`src/hdl/urs_ram.sv`:
```
// Generic single-write, single-read RAM with registered read data.
// No dependencies.
module urs_ram #(
    parameter int WIDTH = 32,
    parameter int DEPTH = 64,
    parameter int AW    = (DEPTH > 1) ? $clog2(DEPTH) : 1
) (
    input  logic             clk,
    input  logic             we,
    input  logic [AW-1:0]    waddr,
    input  logic [WIDTH-1:0] wdata,
    input  logic [AW-1:0]    raddr,
    output logic [WIDTH-1:0] rdata
);

    logic [WIDTH-1:0] mem [DEPTH];

    always_ff @(posedge clk)
    begin
        if (we)
        begin
            mem[waddr] <= wdata;
        end
        rdata <= mem[raddr];
    end

endmodule

```
`config.mk`:
```
export PLATFORM = sky130hd
export DESIGN_NAME = urs_ram
export DESIGN_NICKNAME = d
export VERILOG_FILES = /design/src/hdl/urs_ram.sv
export SDC_FILE = /design/constraint.sdc
export NUM_CORES = 2
export LEC_CHECK = 0
export BUFFER_PORTS_ARGS = -buffer_cell sky130_fd_sc_hd__buf_2
export CAP_MARGIN = 10
export CELL_PAD_IN_SITES_DETAIL_PLACEMENT = 1
export CELL_PAD_IN_SITES_GLOBAL_PLACEMENT = 2
export CORE_ASPECT_RATIO = 1.2
export CORE_MARGIN = 5
export CORE_UTILIZATION = 35
export CTS_BUF_LIST = sky130_fd_sc_hd__clkbuf_2
export CTS_CLUSTER_DIAMETER = 30
export DETAILED_ROUTE_END_ITERATION = 12
export GPL_TIMING_DRIVEN = 0
export PLACE_DENSITY = 0.62
export SYNTH_ARGS = -nofsm -noshare
export SYNTH_HDL_FRONTEND = slang
export SYNTH_SLANG_ARGS = --single-unit
```
`constraint.sdc`:
```
create_clock -name clk -period 3.4 [get_ports clk]
set_input_delay 0.34 -clock clk [delete_from_list [all_inputs] [get_ports clk]]
set_output_delay 0.34 -clock clk [all_outputs]
set_load 0.03 [all_outputs]
```
==> impl_metrics.prom <==
# TYPE chip_impl_metric gauge
chip_impl_metric{name="synth-edff-count",unit=""} 2048
chip_impl_info{name="setup_repair_after_global_routing_missed_its_margin",value="false"} 1
chip_impl_metric{name="grt-ovfl-total",unit=""} 0
chip_impl_metric{name="synth_area_per_cell",unit="sq um"} 23.6
chip_impl_info{name="worst-setup-path-type",value="input port to flop"} 1
chip_impl_metric{name="cap_viol_max_count",unit=""} 0
chip_impl_metric{name="synthesis.nets",unit=""} 3370
chip_impl_metric{name="critPathRequiredTime",unit="ps"} 4940
chip_impl_metric{name="gpl.final_weighted_congestion",unit=""} 0.802
chip_impl_metric{name="setup_fix_bufs_post_cts",unit=""} 0
chip_impl_info{name="end_kind",value="flop"} 1
chip_impl_metric{name="multi_input_area",unit="sq um"} 16000
chip_impl_metric{name="cellLeakagePower",unit="uW"} 0.0294
chip_impl_metric{name="antenna_found_initial",unit=""} 31
chip_impl_metric{name="dp.final_hpwl",unit="microns"} 177000
chip_impl_info{name="synth.cells.most_frequent",value="edfxtp_1 (2048), mux4_2 (544), nor2_1 (137)"} 1
chip_impl_metric{name="power_density",unit="nW/um^2"} 536
chip_impl_info{name="dominantRegCellSynth",value="edfxtp_1"} 1
chip_impl_metric{name="flow.area_growth_from_synthesis",unit="%"} 17.0
chip_impl_info{name="status",value="complete, but fails checks"} 1
chip_impl_metric{name="period_needed",unit="ps"} 3480
chip_impl_info{name="hold_path_class",value="input port to flop"} 1
chip_impl_metric{name="post-route-period-util",unit=""} 1.02
chip_impl_metric{name="achievable-frequency",unit="MHz"} 287
chip_impl_metric{name="clk_pin_slew_worst_paths",unit="ps"} 110
chip_impl_metric{name="die_x",unit="microns"} 442
chip_impl_metric{name="fillCellCount",unit=""} 21198
chip_impl_metric{name="dpl.cell_count",unit=""} 6487
chip_impl_metric{name="critical_path.max_fanout",unit=""} 10
chip_impl_metric{name="h-tree-depth",unit=""} 6
chip_impl_metric{name="post_dr_vias_cell",unit=""} 5.56
chip_impl_metric{name="groute.usage.overall",unit=""} 0.233
chip_impl_metric{name="post_layout_nonfiller_instances",unit=""} 7523
chip_impl_metric{name="synth_seq_cells",unit=""} 2080
chip_impl_info{name="yosys.area.top_type",value="edfxtp_1"} 1
chip_impl_metric{name="drt_drc",unit=""} 0
chip_impl_metric{name="final-seq-area",unit="sq um"} 62100
chip_impl_metric{name="finalHoldViolations",unit=""} 0
chip_impl_metric{name="initial_utilization",unit=""} 0.352
chip_impl_metric{name="pre_cts_ws",unit="ps"} -1890
chip_impl_metric{name="setup_viol",unit=""} 2
chip_impl_metric{name="grt_first_pass_wirelength",unit="microns"} 372000
chip_impl_metric{name="yosys_warnings",unit=""} 0
chip_impl_metric{name="synth_async_sr_flop_share",unit=""} 0
chip_impl_metric{name="cp.arrival",unit="ps"} 5020
chip_impl_metric{name="boundaryPins",unit=""} 78
chip_impl_metric{name="nets",unit=""} 4205
chip_impl_metric{name="core-area",unit="sq um"} 223000
chip_impl_metric{name="drt-wirelength-per-cell",unit="microns"} 36.7
chip_impl_metric{name="final_core_utilization",unit=""} 0.411
chip_impl_metric{name="synthDistinctLibCells",unit=""} 34
chip_impl_metric{name="hold_buffers",unit=""} 111
chip_impl_metric{name="grt_max_degree",unit=""} 65
chip_impl_metric{name="finalMaxSlewViolations",unit=""} 0
chip_impl_metric{name="final_critical_path_setup_slack",unit="ps"} -83.8
chip_impl_info{name="synthTopCellsByArea",value="edfxtp_1 (78%), mux4_2 (16%), mux2i_1 (1.2%)"} 1
chip_impl_metric{name="clockBufferDepth",unit=""} 4
chip_impl_metric{name="maxSlewHeadroom",unit=""} 0.121
chip_impl_metric{name="cts-buffers-inserted",unit=""} 535
chip_impl_metric{name="cts_sinks",unit=""} 2080
chip_impl_info{name="worstSetupStartpointType",value="input port"} 1
chip_impl_metric{name="netlist.area_leader.share",unit=""} 0.783
chip_impl_metric{name="num_vias",unit=""} 41849
chip_impl_metric{name="die_h",unit="microns"} 529
chip_impl_info{name="synth.most_common_cell",value="edfxtp_1"} 1
chip_impl_metric{name="timing_worst_slew_pin_value",unit="ps"} 1320
chip_impl_metric{name="vdd.ir_drop.worst",unit="V"} 0.000230
chip_impl_metric{name="holdWs",unit="ps"} 258
chip_impl_metric{name="io_buffers",unit=""} 69
chip_impl_metric{name="synth_cell_area",unit="sq um"} 78500
chip_impl_metric{name="number_of_detailed_routing_iterations_run_before_antenna_repair",unit=""} 6
chip_impl_metric{name="via_count_of_the_first_global_routing_pass",unit=""} 43828
chip_impl_metric{name="cts.repair.resized",unit=""} 0
chip_impl_metric{name="std_cell_rows",unit=""} 190
chip_impl_metric{name="routed_wirelength",unit="microns"} 276000
chip_impl_metric{name="clkLatencyLatePin",unit="ps"} 1740
chip_impl_metric{name="drt-initial-drc-count",unit=""} 5108
chip_impl_metric{name="layout-drive-gt1-share",unit=""} 0.381
chip_impl_info{name="violations",value="setup timing"} 1
chip_impl_metric{name="synthesis.instances",unit=""} 3324
chip_impl_metric{name="totalPowerFinal",unit="uW"} 49200
chip_impl_info{name="cts_tree",value="built"} 1
chip_impl_info{name="cts-root-buf",value="clkbuf_2"} 1
chip_impl_metric{name="timing.clock.skew",unit="ps"} 186
chip_impl_metric{name="fraction_of_the_yosys_area_taken_by_sequential_cells",unit=""} 0.791
chip_impl_metric{name="die_area",unit="sq um"} 234000
chip_impl_metric{name="drt_antenna_net_count",unit=""} 0
-- state kept, by name, summed over array words and instances, names as in the netlist --
signal and flops:
mem 2048, rdata 32
-- final cells by class --
class | count | share of cell area
clock buffer | 744 | 0.0405
antenna | 23 | 0.000627
buffer | 182 | 0.00971
multi-input combinational | 1062 | 0.174
clock inverter | 158 | 0.0110
sequential | 2080 | 0.677
timing repair buffer | 298 | 0.0470
tap | 2976 | 0.0405
-- routing by layer --
layer,wire (microns),track usage,up-vias
met5,34,0,-
met4,15300,0.113,4
met3,21100,0.0474,553
met2,138000,0.396,2218
met1,102000,0.285,22761
li1,-,-,16313
-- critical path: stages --
cell	delay (ps)
buf_2	470
buf_2	440
buf_2	440
clkbuf_1	640
buf_2	520
mux2i_1	150
a21oi_1	720
a21oi_1	290
nor2_1	930
-- where the power goes --
| group | internal [uW] | total, uW | switching (uW) | leakage (uW) |
|---|---|---|---|---|
| Clock | 6880 | 17300 | 10400 | 0.00361 |
| Sequential | 28300 | 28400 | 50.1 | 0.0187 |
| Combinational | 1150 | 3490 | 2340 | 0.00714 |
| Total | 36400 | 49200 | 12800 | 0.0294 |
-- cells in the final DEF (no fill, tap or decap), types with 69 or more instances in the layout --
cell type,Yosys,final
mux4_2,544,544
mux2i_1,93,93
dlygate4sd3_1,0,87
edfxtp_1,2048,2048
o22ai_1,84,84
nor2_1,137,75
clkbuf_2,0,749
buf_2,57,122
clkbuf_1,74,69
buf_12,0,92
clkinv_1,0,92
-- path summary, 6_finish.rpt --
kind	start	endpoint	slack (ps)	depth (start not counted)
worst max-delay path	raddr[1]	rdata[25]	-80	9
worst min-delay path	wdata[10]	mem[5][10]	260	4
worst max register to register	mem[33][25]	rdata[25]	630	5
worst min register to register	mem[28][17]	rdata[17]	950	4
-- cells by family after synthesis --
kind of cell,count (synthesis),synth area share
AO/OA/AOI/OAI,202,0.0167
buffers and inverters,182,0.0113
flip-flops,2080,0.791
multiplexers,637,0.168
AND/OR/NAND/NOR,223,0.0127
-- metrics by stage --
| step | instance area, sq um | setup TNS, ps |
|---|---|---|
| 6_report | 91800 | -164 |
| 2_1_floorplan | 78500 | 0 |
| 3_3_place_gp | 82600 | -4945060 |
| 3_5_place_dp | 85600 | -62130 |
| 4_1_cts | 91800 | 0 |
| 5_1_grt | 91800 | 0 |
Power figures use the tool's default switching activity.
