`config.mk`:
```
export PLATFORM = sky130hd
export DESIGN_NAME = urs_divider
export DESIGN_NICKNAME = d
export VERILOG_FILES = /design/src/hdl/urs_pkg.sv /design/src/hdl/urs_divider.sv
export SDC_FILE = /design/constraint.sdc
export NUM_CORES = 1
export LEC_CHECK = 0
export BUFFER_PORTS_ARGS = -buffer_cell sky130_fd_sc_hd__buf_4
export CAP_MARGIN = 0
export CELL_PAD_IN_SITES_DETAIL_PLACEMENT = 0
export CELL_PAD_IN_SITES_GLOBAL_PLACEMENT = 2
export CORE_ASPECT_RATIO = 0.7
export CORE_MARGIN = 1
export CORE_UTILIZATION = 40
export CTS_BUF_LIST = sky130_fd_sc_hd__clkbuf_8
export CTS_CLUSTER_DIAMETER = 150
export CTS_CLUSTER_SIZE = 8
export DETAILED_ROUTE_END_ITERATION = 8
export HOLD_SLACK_MARGIN = 0.1
export PLACE_DENSITY = 0.91
export SLEW_MARGIN = 20
export SYNTH_ARGS = -nofsm -noshare
export SYNTH_HDL_FRONTEND = slang
export SYNTH_SLANG_ARGS = --single-unit
```
`constraint.sdc`:
```
create_clock -name clk -period 6.8 [get_ports clk]
set_input_delay 1.02 -clock clk [delete_from_list [all_inputs] [get_ports clk]]
set_output_delay 1.02 -clock clk [all_outputs]
set_load 0.005 [all_outputs]
```
`src/hdl/urs_pkg.sv`:
```
// Shared types, constants and helpers for the unbiased random sampler.
// No dependencies; all other files but urs_ram refer to this package by scoped names.
package urs_pkg;

    localparam int MAX_DRAWS_DEF    = 64;
    localparam int SWAP_ENTRIES_DEF = 128;
    localparam int DIV_BITS         = 33;
    localparam int DIV_CNT_W        = $clog2(DIV_BITS + 1);
    localparam int CFG_IDX_W        = 2;
    localparam int CFG_DATA_W       = 32;

    // Draw modes
    localparam logic [1:0] MODE_SINGLE  = 2'd0;
    localparam logic [1:0] MODE_SORTED  = 2'd1;
    localparam logic [1:0] MODE_ORDERED = 2'd2;
    localparam logic [1:0] MODE_REPLACE = 2'd3;

    // Configuration register indexes
    localparam logic [CFG_IDX_W-1:0] REG_MODE       = 2'd0;
    localparam logic [CFG_IDX_W-1:0] REG_RANGE_MIN  = 2'd1;
    localparam logic [CFG_IDX_W-1:0] REG_RANGE_MAX  = 2'd2;
    localparam logic [CFG_IDX_W-1:0] REG_DRAW_COUNT = 2'd3;

    typedef enum logic [4:0] {
        ST_IDLE,
        ST_PREP,
        ST_CUT_WAIT,
        ST_WAIT_BYTE,
        ST_CHECK,
        ST_MOD_WAIT,
        ST_SCAN_RD,
        ST_SCAN_CMP,
        ST_STORE_J,
        ST_STORE_I,
        ST_RESULT,
        ST_SORT_LD,
        ST_SORT_GETX,
        ST_SORT_CHK,
        ST_SORT_CMP,
        ST_SORT_PUT,
        ST_OUT_RD,
        ST_OUT_EMIT
    } state_t;

    // Request into the shared remainder unit
    typedef struct packed {
        logic                start;
        logic [DIV_BITS-1:0] dividend;
        logic [DIV_BITS-1:0] divisor;
    } div_req_t;

    // Status back from the remainder unit
    typedef struct packed {
        logic                done;
        logic [DIV_BITS-1:0] rem;
    } div_rsp_t;

    // Fewest bytes whose span covers the limit
    function automatic logic [2:0] byte_width_for(input logic [DIV_BITS-1:0] lim);
        logic [2:0] w;
        if (lim <= 33'd256)
            w = 3'd1;
        else if (lim <= 33'd65536)
            w = 3'd2;
        else if (lim <= 33'd16777216)
            w = 3'd3;
        else
            w = 3'd4;
        return w;
    endfunction

    // 256 raised to the byte width
    function automatic logic [DIV_BITS-1:0] byte_space(input logic [2:0] w);
        logic [DIV_BITS-1:0] s;
        case (w)
            3'd1:    s = 33'h0_0000_0100;
            3'd2:    s = 33'h0_0001_0000;
            3'd3:    s = 33'h0_0100_0000;
            default: s = 33'h1_0000_0000;
        endcase
        return s;
    endfunction

endpackage

```
`src/hdl/urs_divider.sv`:
```
// Shared restoring remainder unit, one quotient bit per cycle.
// Depends on urs_pkg for the request and status structs.
module urs_divider (
    input  logic              clk,
    input  logic              rst_n,
    input  urs_pkg::div_req_t req,
    output urs_pkg::div_rsp_t rsp
);

    localparam int N = urs_pkg::DIV_BITS;

    logic                           busy_reg, busy_next;
    logic                           done_reg, done_next;
    logic [urs_pkg::DIV_CNT_W-1:0]  cnt_reg, cnt_next;
    logic [N-1:0]                   dvd_reg, dvd_next;
    logic [N-1:0]                   dsr_reg, dsr_next;
    logic [N-1:0]                   rem_reg, rem_next;
    logic [N:0]                     trial;

    // Request load or one shift-subtract step
    always_comb
    begin
        busy_next = busy_reg;
        done_next = 1'b0;
        cnt_next  = cnt_reg;
        dvd_next  = dvd_reg;
        dsr_next  = dsr_reg;
        rem_next  = rem_reg;
        trial     = {rem_reg, dvd_reg[N-1]};
        if (req.start)
        begin
            busy_next = 1'b1;
            cnt_next  = urs_pkg::DIV_CNT_W'(N);
            dvd_next  = req.dividend;
            dsr_next  = req.divisor;
            rem_next  = '0;
        end
        else if (busy_reg)
        begin
            if (trial >= {1'b0, dsr_reg})
                rem_next = N'(trial - {1'b0, dsr_reg});
            else
                rem_next = trial[N-1:0];
            dvd_next = {dvd_reg[N-2:0], 1'b0};
            cnt_next = cnt_reg - 1'b1;
            if (cnt_reg == urs_pkg::DIV_CNT_W'(1))
            begin
                busy_next = 1'b0;
                done_next = 1'b1;
            end
        end
    end

    always_ff @(posedge clk or negedge rst_n)
    begin
        if (!rst_n)
        begin
            busy_reg <= 1'b0;
            done_reg <= 1'b0;
            cnt_reg  <= '0;
        end
        else
        begin
            busy_reg <= busy_next;
            done_reg <= done_next;
            cnt_reg  <= cnt_next;
        end
    end

    always_ff @(posedge clk)
    begin
        dvd_reg <= dvd_next;
        dsr_reg <= dsr_next;
        rem_reg <= rem_next;
    end

    assign rsp.done = done_reg;
    assign rsp.rem  = rem_reg;

endmodule

```
==> run metrics <==
biggest area contributors in the synthesized netlist sky130_fd_sc_hd__edfxtp_1 32%, sky130_fd_sc_hd__dfxtp_1 11%, sky130_fd_sc_hd__ha_1 7.1%; most common library cell in the layout ignoring fill and taps sky130_fd_sc_hd__buf_4; MaxCap Viol Count 0; H-tree level count 3; dominant combinational cell family by area after synthesis compound AO/OA/AOI/OAI gates; Worst setup EP type flop; clock latency of the later-clocked register in the worst-skew pair 390 ps; half-perimeter wire length of the detailed placement result 10400 um; peak ir drop on the vdd network 0.000134 V; crit path capture rem_reg[29]; netlist area before placement 0.00614 mm2; Worst Path Max Fanout 59; number of buffers on the longest clock path 2; synthesized instance count 618; Total Power 0.00192 W; end of the worst register-to-register path rem_reg[29]; overall via count from detail_route 4871; CTS tree built; number of hold violations in the final report 0; arithmetic-cell share of the synthesized area counting full adders, half adders and majority gates 0.0746; number of optimization iterations in the first detailed-route pass 6; number of sinks handled by clock tree synthesis 107; number of nets in the layout 807; Placed Instance Area 0.00703 mm2; library cell with the largest summed area after synthesis sky130_fd_sc_hd__edfxtp_1; grt total ovfl 0; Vias/cell 5.40; number of endpoints failing setup at the final stage 0; sequential element share of the synthesized area 0.463; most frequent cells in the layout 104 x sky130_fd_sc_hd__buf_4, 71 x sky130_fd_sc_hd__nor2_1, 66 x sky130_fd_sc_hd__edfxtp_1, 54 x sky130_fd_sc_hd__a21oi_1, 43 x sky130_fd_sc_hd__inv_1; critical path required time 7100 ps; compound-cell area share of the yosys netlist 0.178; post-CTS setup buffer count 0; DRC violations left 0; routed wire length per instance 16.0 um; global-route wire length before repair 23300 um; ratio of cells with drive above 1 in the final layout 0.232; LEAKAGE 3.15 nW; critical path class reg -> reg; fin worst setup slack 3350 ps; maximum operating frequency 290 MHz; setup tns final 0 ps; post-route clock skew 15.5 ps; clock slew at the register clock pins of the worst setup and hold paths 130 ps; fraction of registers with async set/reset 0.0748; Antenna Diode Count 0; synthesized netlist net count 723; number of top-level pins 103; launching point of the worst reg2reg path dvd_reg[32]; count of hold buffers inserted by post-cts repair 0; result of the run finished clean; transition time at the pin with the least slew margin 1070 ps; register bit count reported by yosys 107; area of the die 0.0159 mm2; row count 37; cells along the critical path inv_1, ha_1, inv_1, fa_1, a21oi_1, o21ai_0, a21oi_1, o21ai_2, a21oi_2, a31o_4, nor2_1, a311o_1; final period demand of the worst path 3450 ps; xor/xnor share of the synthesized area 0.0428; Slew Limit Headroom 0.285; Gates resized, CTS repair 0; fill cell total of the finished layout 1400; number of enable flip-flop cells after synthesis 66; Worst path slowest cell sky130_fd_sc_hd__a31o_4; WP data arrival 3750 ps; Min-Delay Path Class in -> async; Critical path origin dvd_reg[32]; area growth from synthesis to layout 18.1%; register-to-register setup slack 3350 ps; Final period util 0.507; height of the chip 106 um; setup repair after global routing missed its margin false; Cell variety after synth 63; area of all placed cells without fillers 0.00725 mm2; area share of and/or/nand/nor cells after synthesis 0.120; iteration-0 DRC count of the detailed router 283; Setup Slack @ Placement 3340 ps; quantity of I/O buffers inserted on ports 102; biggest cell delay along the critical path 650 ps; core area 0.0149 mm2; worst reg-to-reg path cell count 12; portion of synthesized cell area occupied by the leading cell type 0.323; Total Wirelength 14400 um; kind of start point of the critical path flop; Final Core Density 0.488; cts bufs inserted 9; antenna violations before repair 0; Primary FF master, synth sky130_fd_sc_hd__edfxtp_1; number of global-route vias before repair 4672; Initial Util 0.413; number of slew-limit violations in the final report 0; cell area power density 265 mW/mm2; average instance area after synthesis 9.93 um2; buffer cell driving the clock tree root sky130_fd_sc_hd__clkbuf_8; count of yosys warnings during synthesis 0; proportion of synthesized area in mux cells 0.0718; aggregate global-route resource usage 0.188; Die Wd 150 um; number of nets still failing antenna checks after routing 0; RD Place Congestion 0.821; maximum number of pins on one net before global-route repair 60
Yosys cell counts (2+ instances only):
cell type / instances
sky130_fd_sc_hd__nor2_1: 71
sky130_fd_sc_hd__edfxtp_1: 66
sky130_fd_sc_hd__a21oi_1: 54
sky130_fd_sc_hd__inv_1: 44
sky130_fd_sc_hd__nand2_1: 39
sky130_fd_sc_hd__ha_1: 35
sky130_fd_sc_hd__dfxtp_1: 33
sky130_fd_sc_hd__mux2_2: 32
sky130_fd_sc_hd__o21ai_0: 26
sky130_fd_sc_hd__a211oi_1: 21
sky130_fd_sc_hd__clkbuf_1: 20
sky130_fd_sc_hd__xnor2_1: 15
sky130_fd_sc_hd__xor2_1: 15
sky130_fd_sc_hd__a21o_1: 14
sky130_fd_sc_hd__nor3_1: 10
sky130_fd_sc_hd__nand3_1: 9
sky130_fd_sc_hd__a31oi_1: 8
sky130_fd_sc_hd__dfrtp_1: 8
sky130_fd_sc_hd__mux2i_1: 8
sky130_fd_sc_hd__nand2b_1: 6
sky130_fd_sc_hd__buf_2: 5
sky130_fd_sc_hd__nor2b_1: 5
sky130_fd_sc_hd__o211ai_1: 5
sky130_fd_sc_hd__o21a_1: 5
sky130_fd_sc_hd__a32oi_1: 4
sky130_fd_sc_hd__and2_1: 4
sky130_fd_sc_hd__buf_1: 4
sky130_fd_sc_hd__nand4_1: 4
sky130_fd_sc_hd__and3_1: 3
sky130_fd_sc_hd__nor4_1: 3
sky130_fd_sc_hd__o21bai_1: 3
sky130_fd_sc_hd__a211o_1: 2
sky130_fd_sc_hd__a21oi_2: 2
sky130_fd_sc_hd__a22o_1: 2
sky130_fd_sc_hd__a31o_2: 2
sky130_fd_sc_hd__a41oi_1: 2
sky130_fd_sc_hd__nor3b_1: 2
sky130_fd_sc_hd__o21ai_2: 2
stage by stage:
stage,hold slack [ps],std cells
after floorplan,484,618
after global placement,499,886
after CTS,394,902
after detailed placement,516,886
final,413,902
after global routing,384,902
metal layers:
| metal | share of wire | GRT usage | up-vias |
|---|---|---|---|
| met5 | 0 | 0 | - |
| met4 | 0.0078 | 0.0426 | 0 |
| met3 | 0.063 | 0.0563 | 10 |
| met2 | 0.43 | 0.281 | 108 |
| met1 | 0.50 | 0.264 | 2351 |
| li1 | - | - | 2402 |
final cells by class:
| class | count | area (um2) | area share |
|---|---|---|---|
| Clock inverter | 7 | 93.8 | 0.0130 |
| Timing Repair Buffer | 104 | 781 | 0.108 |
| Sequential cell | 107 | 2840 | 0.392 |
| Inverter | 44 | 165 | 0.0228 |
| Tap cell | 195 | 244 | 0.0337 |
| Clock buffer | 9 | 124 | 0.0171 |
| Multi-Input combinational cell | 436 | 3000 | 0.413 |
worst min-delay path by stage:
stage / from / to / slack, ps
2_1_floorplan: rem_reg[22] / rem_reg[22] / 480
3_3_place_gp: rem_reg[22] / rem_reg[22] / 500
3_5_place_dp: rem_reg[22] / rem_reg[22] / 520
4_1_cts: rst_n / cnt_reg[2] / 390
5_1_grt: rst_n / cnt_reg[2] / 380
6_report: rst_n / cnt_reg[4] / 410
cell families after synthesis:
kind of cell    after synthesis
xor+xnor                     30
fa+ha+maj                    36
compound gates              167
simple gates                163
flops                       107
mux                          40
buf+inv                      75
where the power goes:
part / internal (W) / leakage, nW / switching, W
registers: 0.000808 / 1.04 / 0.0000687
clock network: 0.000150 / 0.107 / 0.000268
logic: 0.000286 / 2.01 / 0.000343
total: 0.00124 / 3.15 / 0.000679
worst max-delay path, delay by kind of cell (launching register included):
family,cells,cell delay (ps)
buffers and inverters,2,120
DFF,1,410
adders and majority gates,2,570
and+or+nand+nor,1,120
AOI/OAI and AO/OA,7,2120
(Power assumes the default switching activity.)
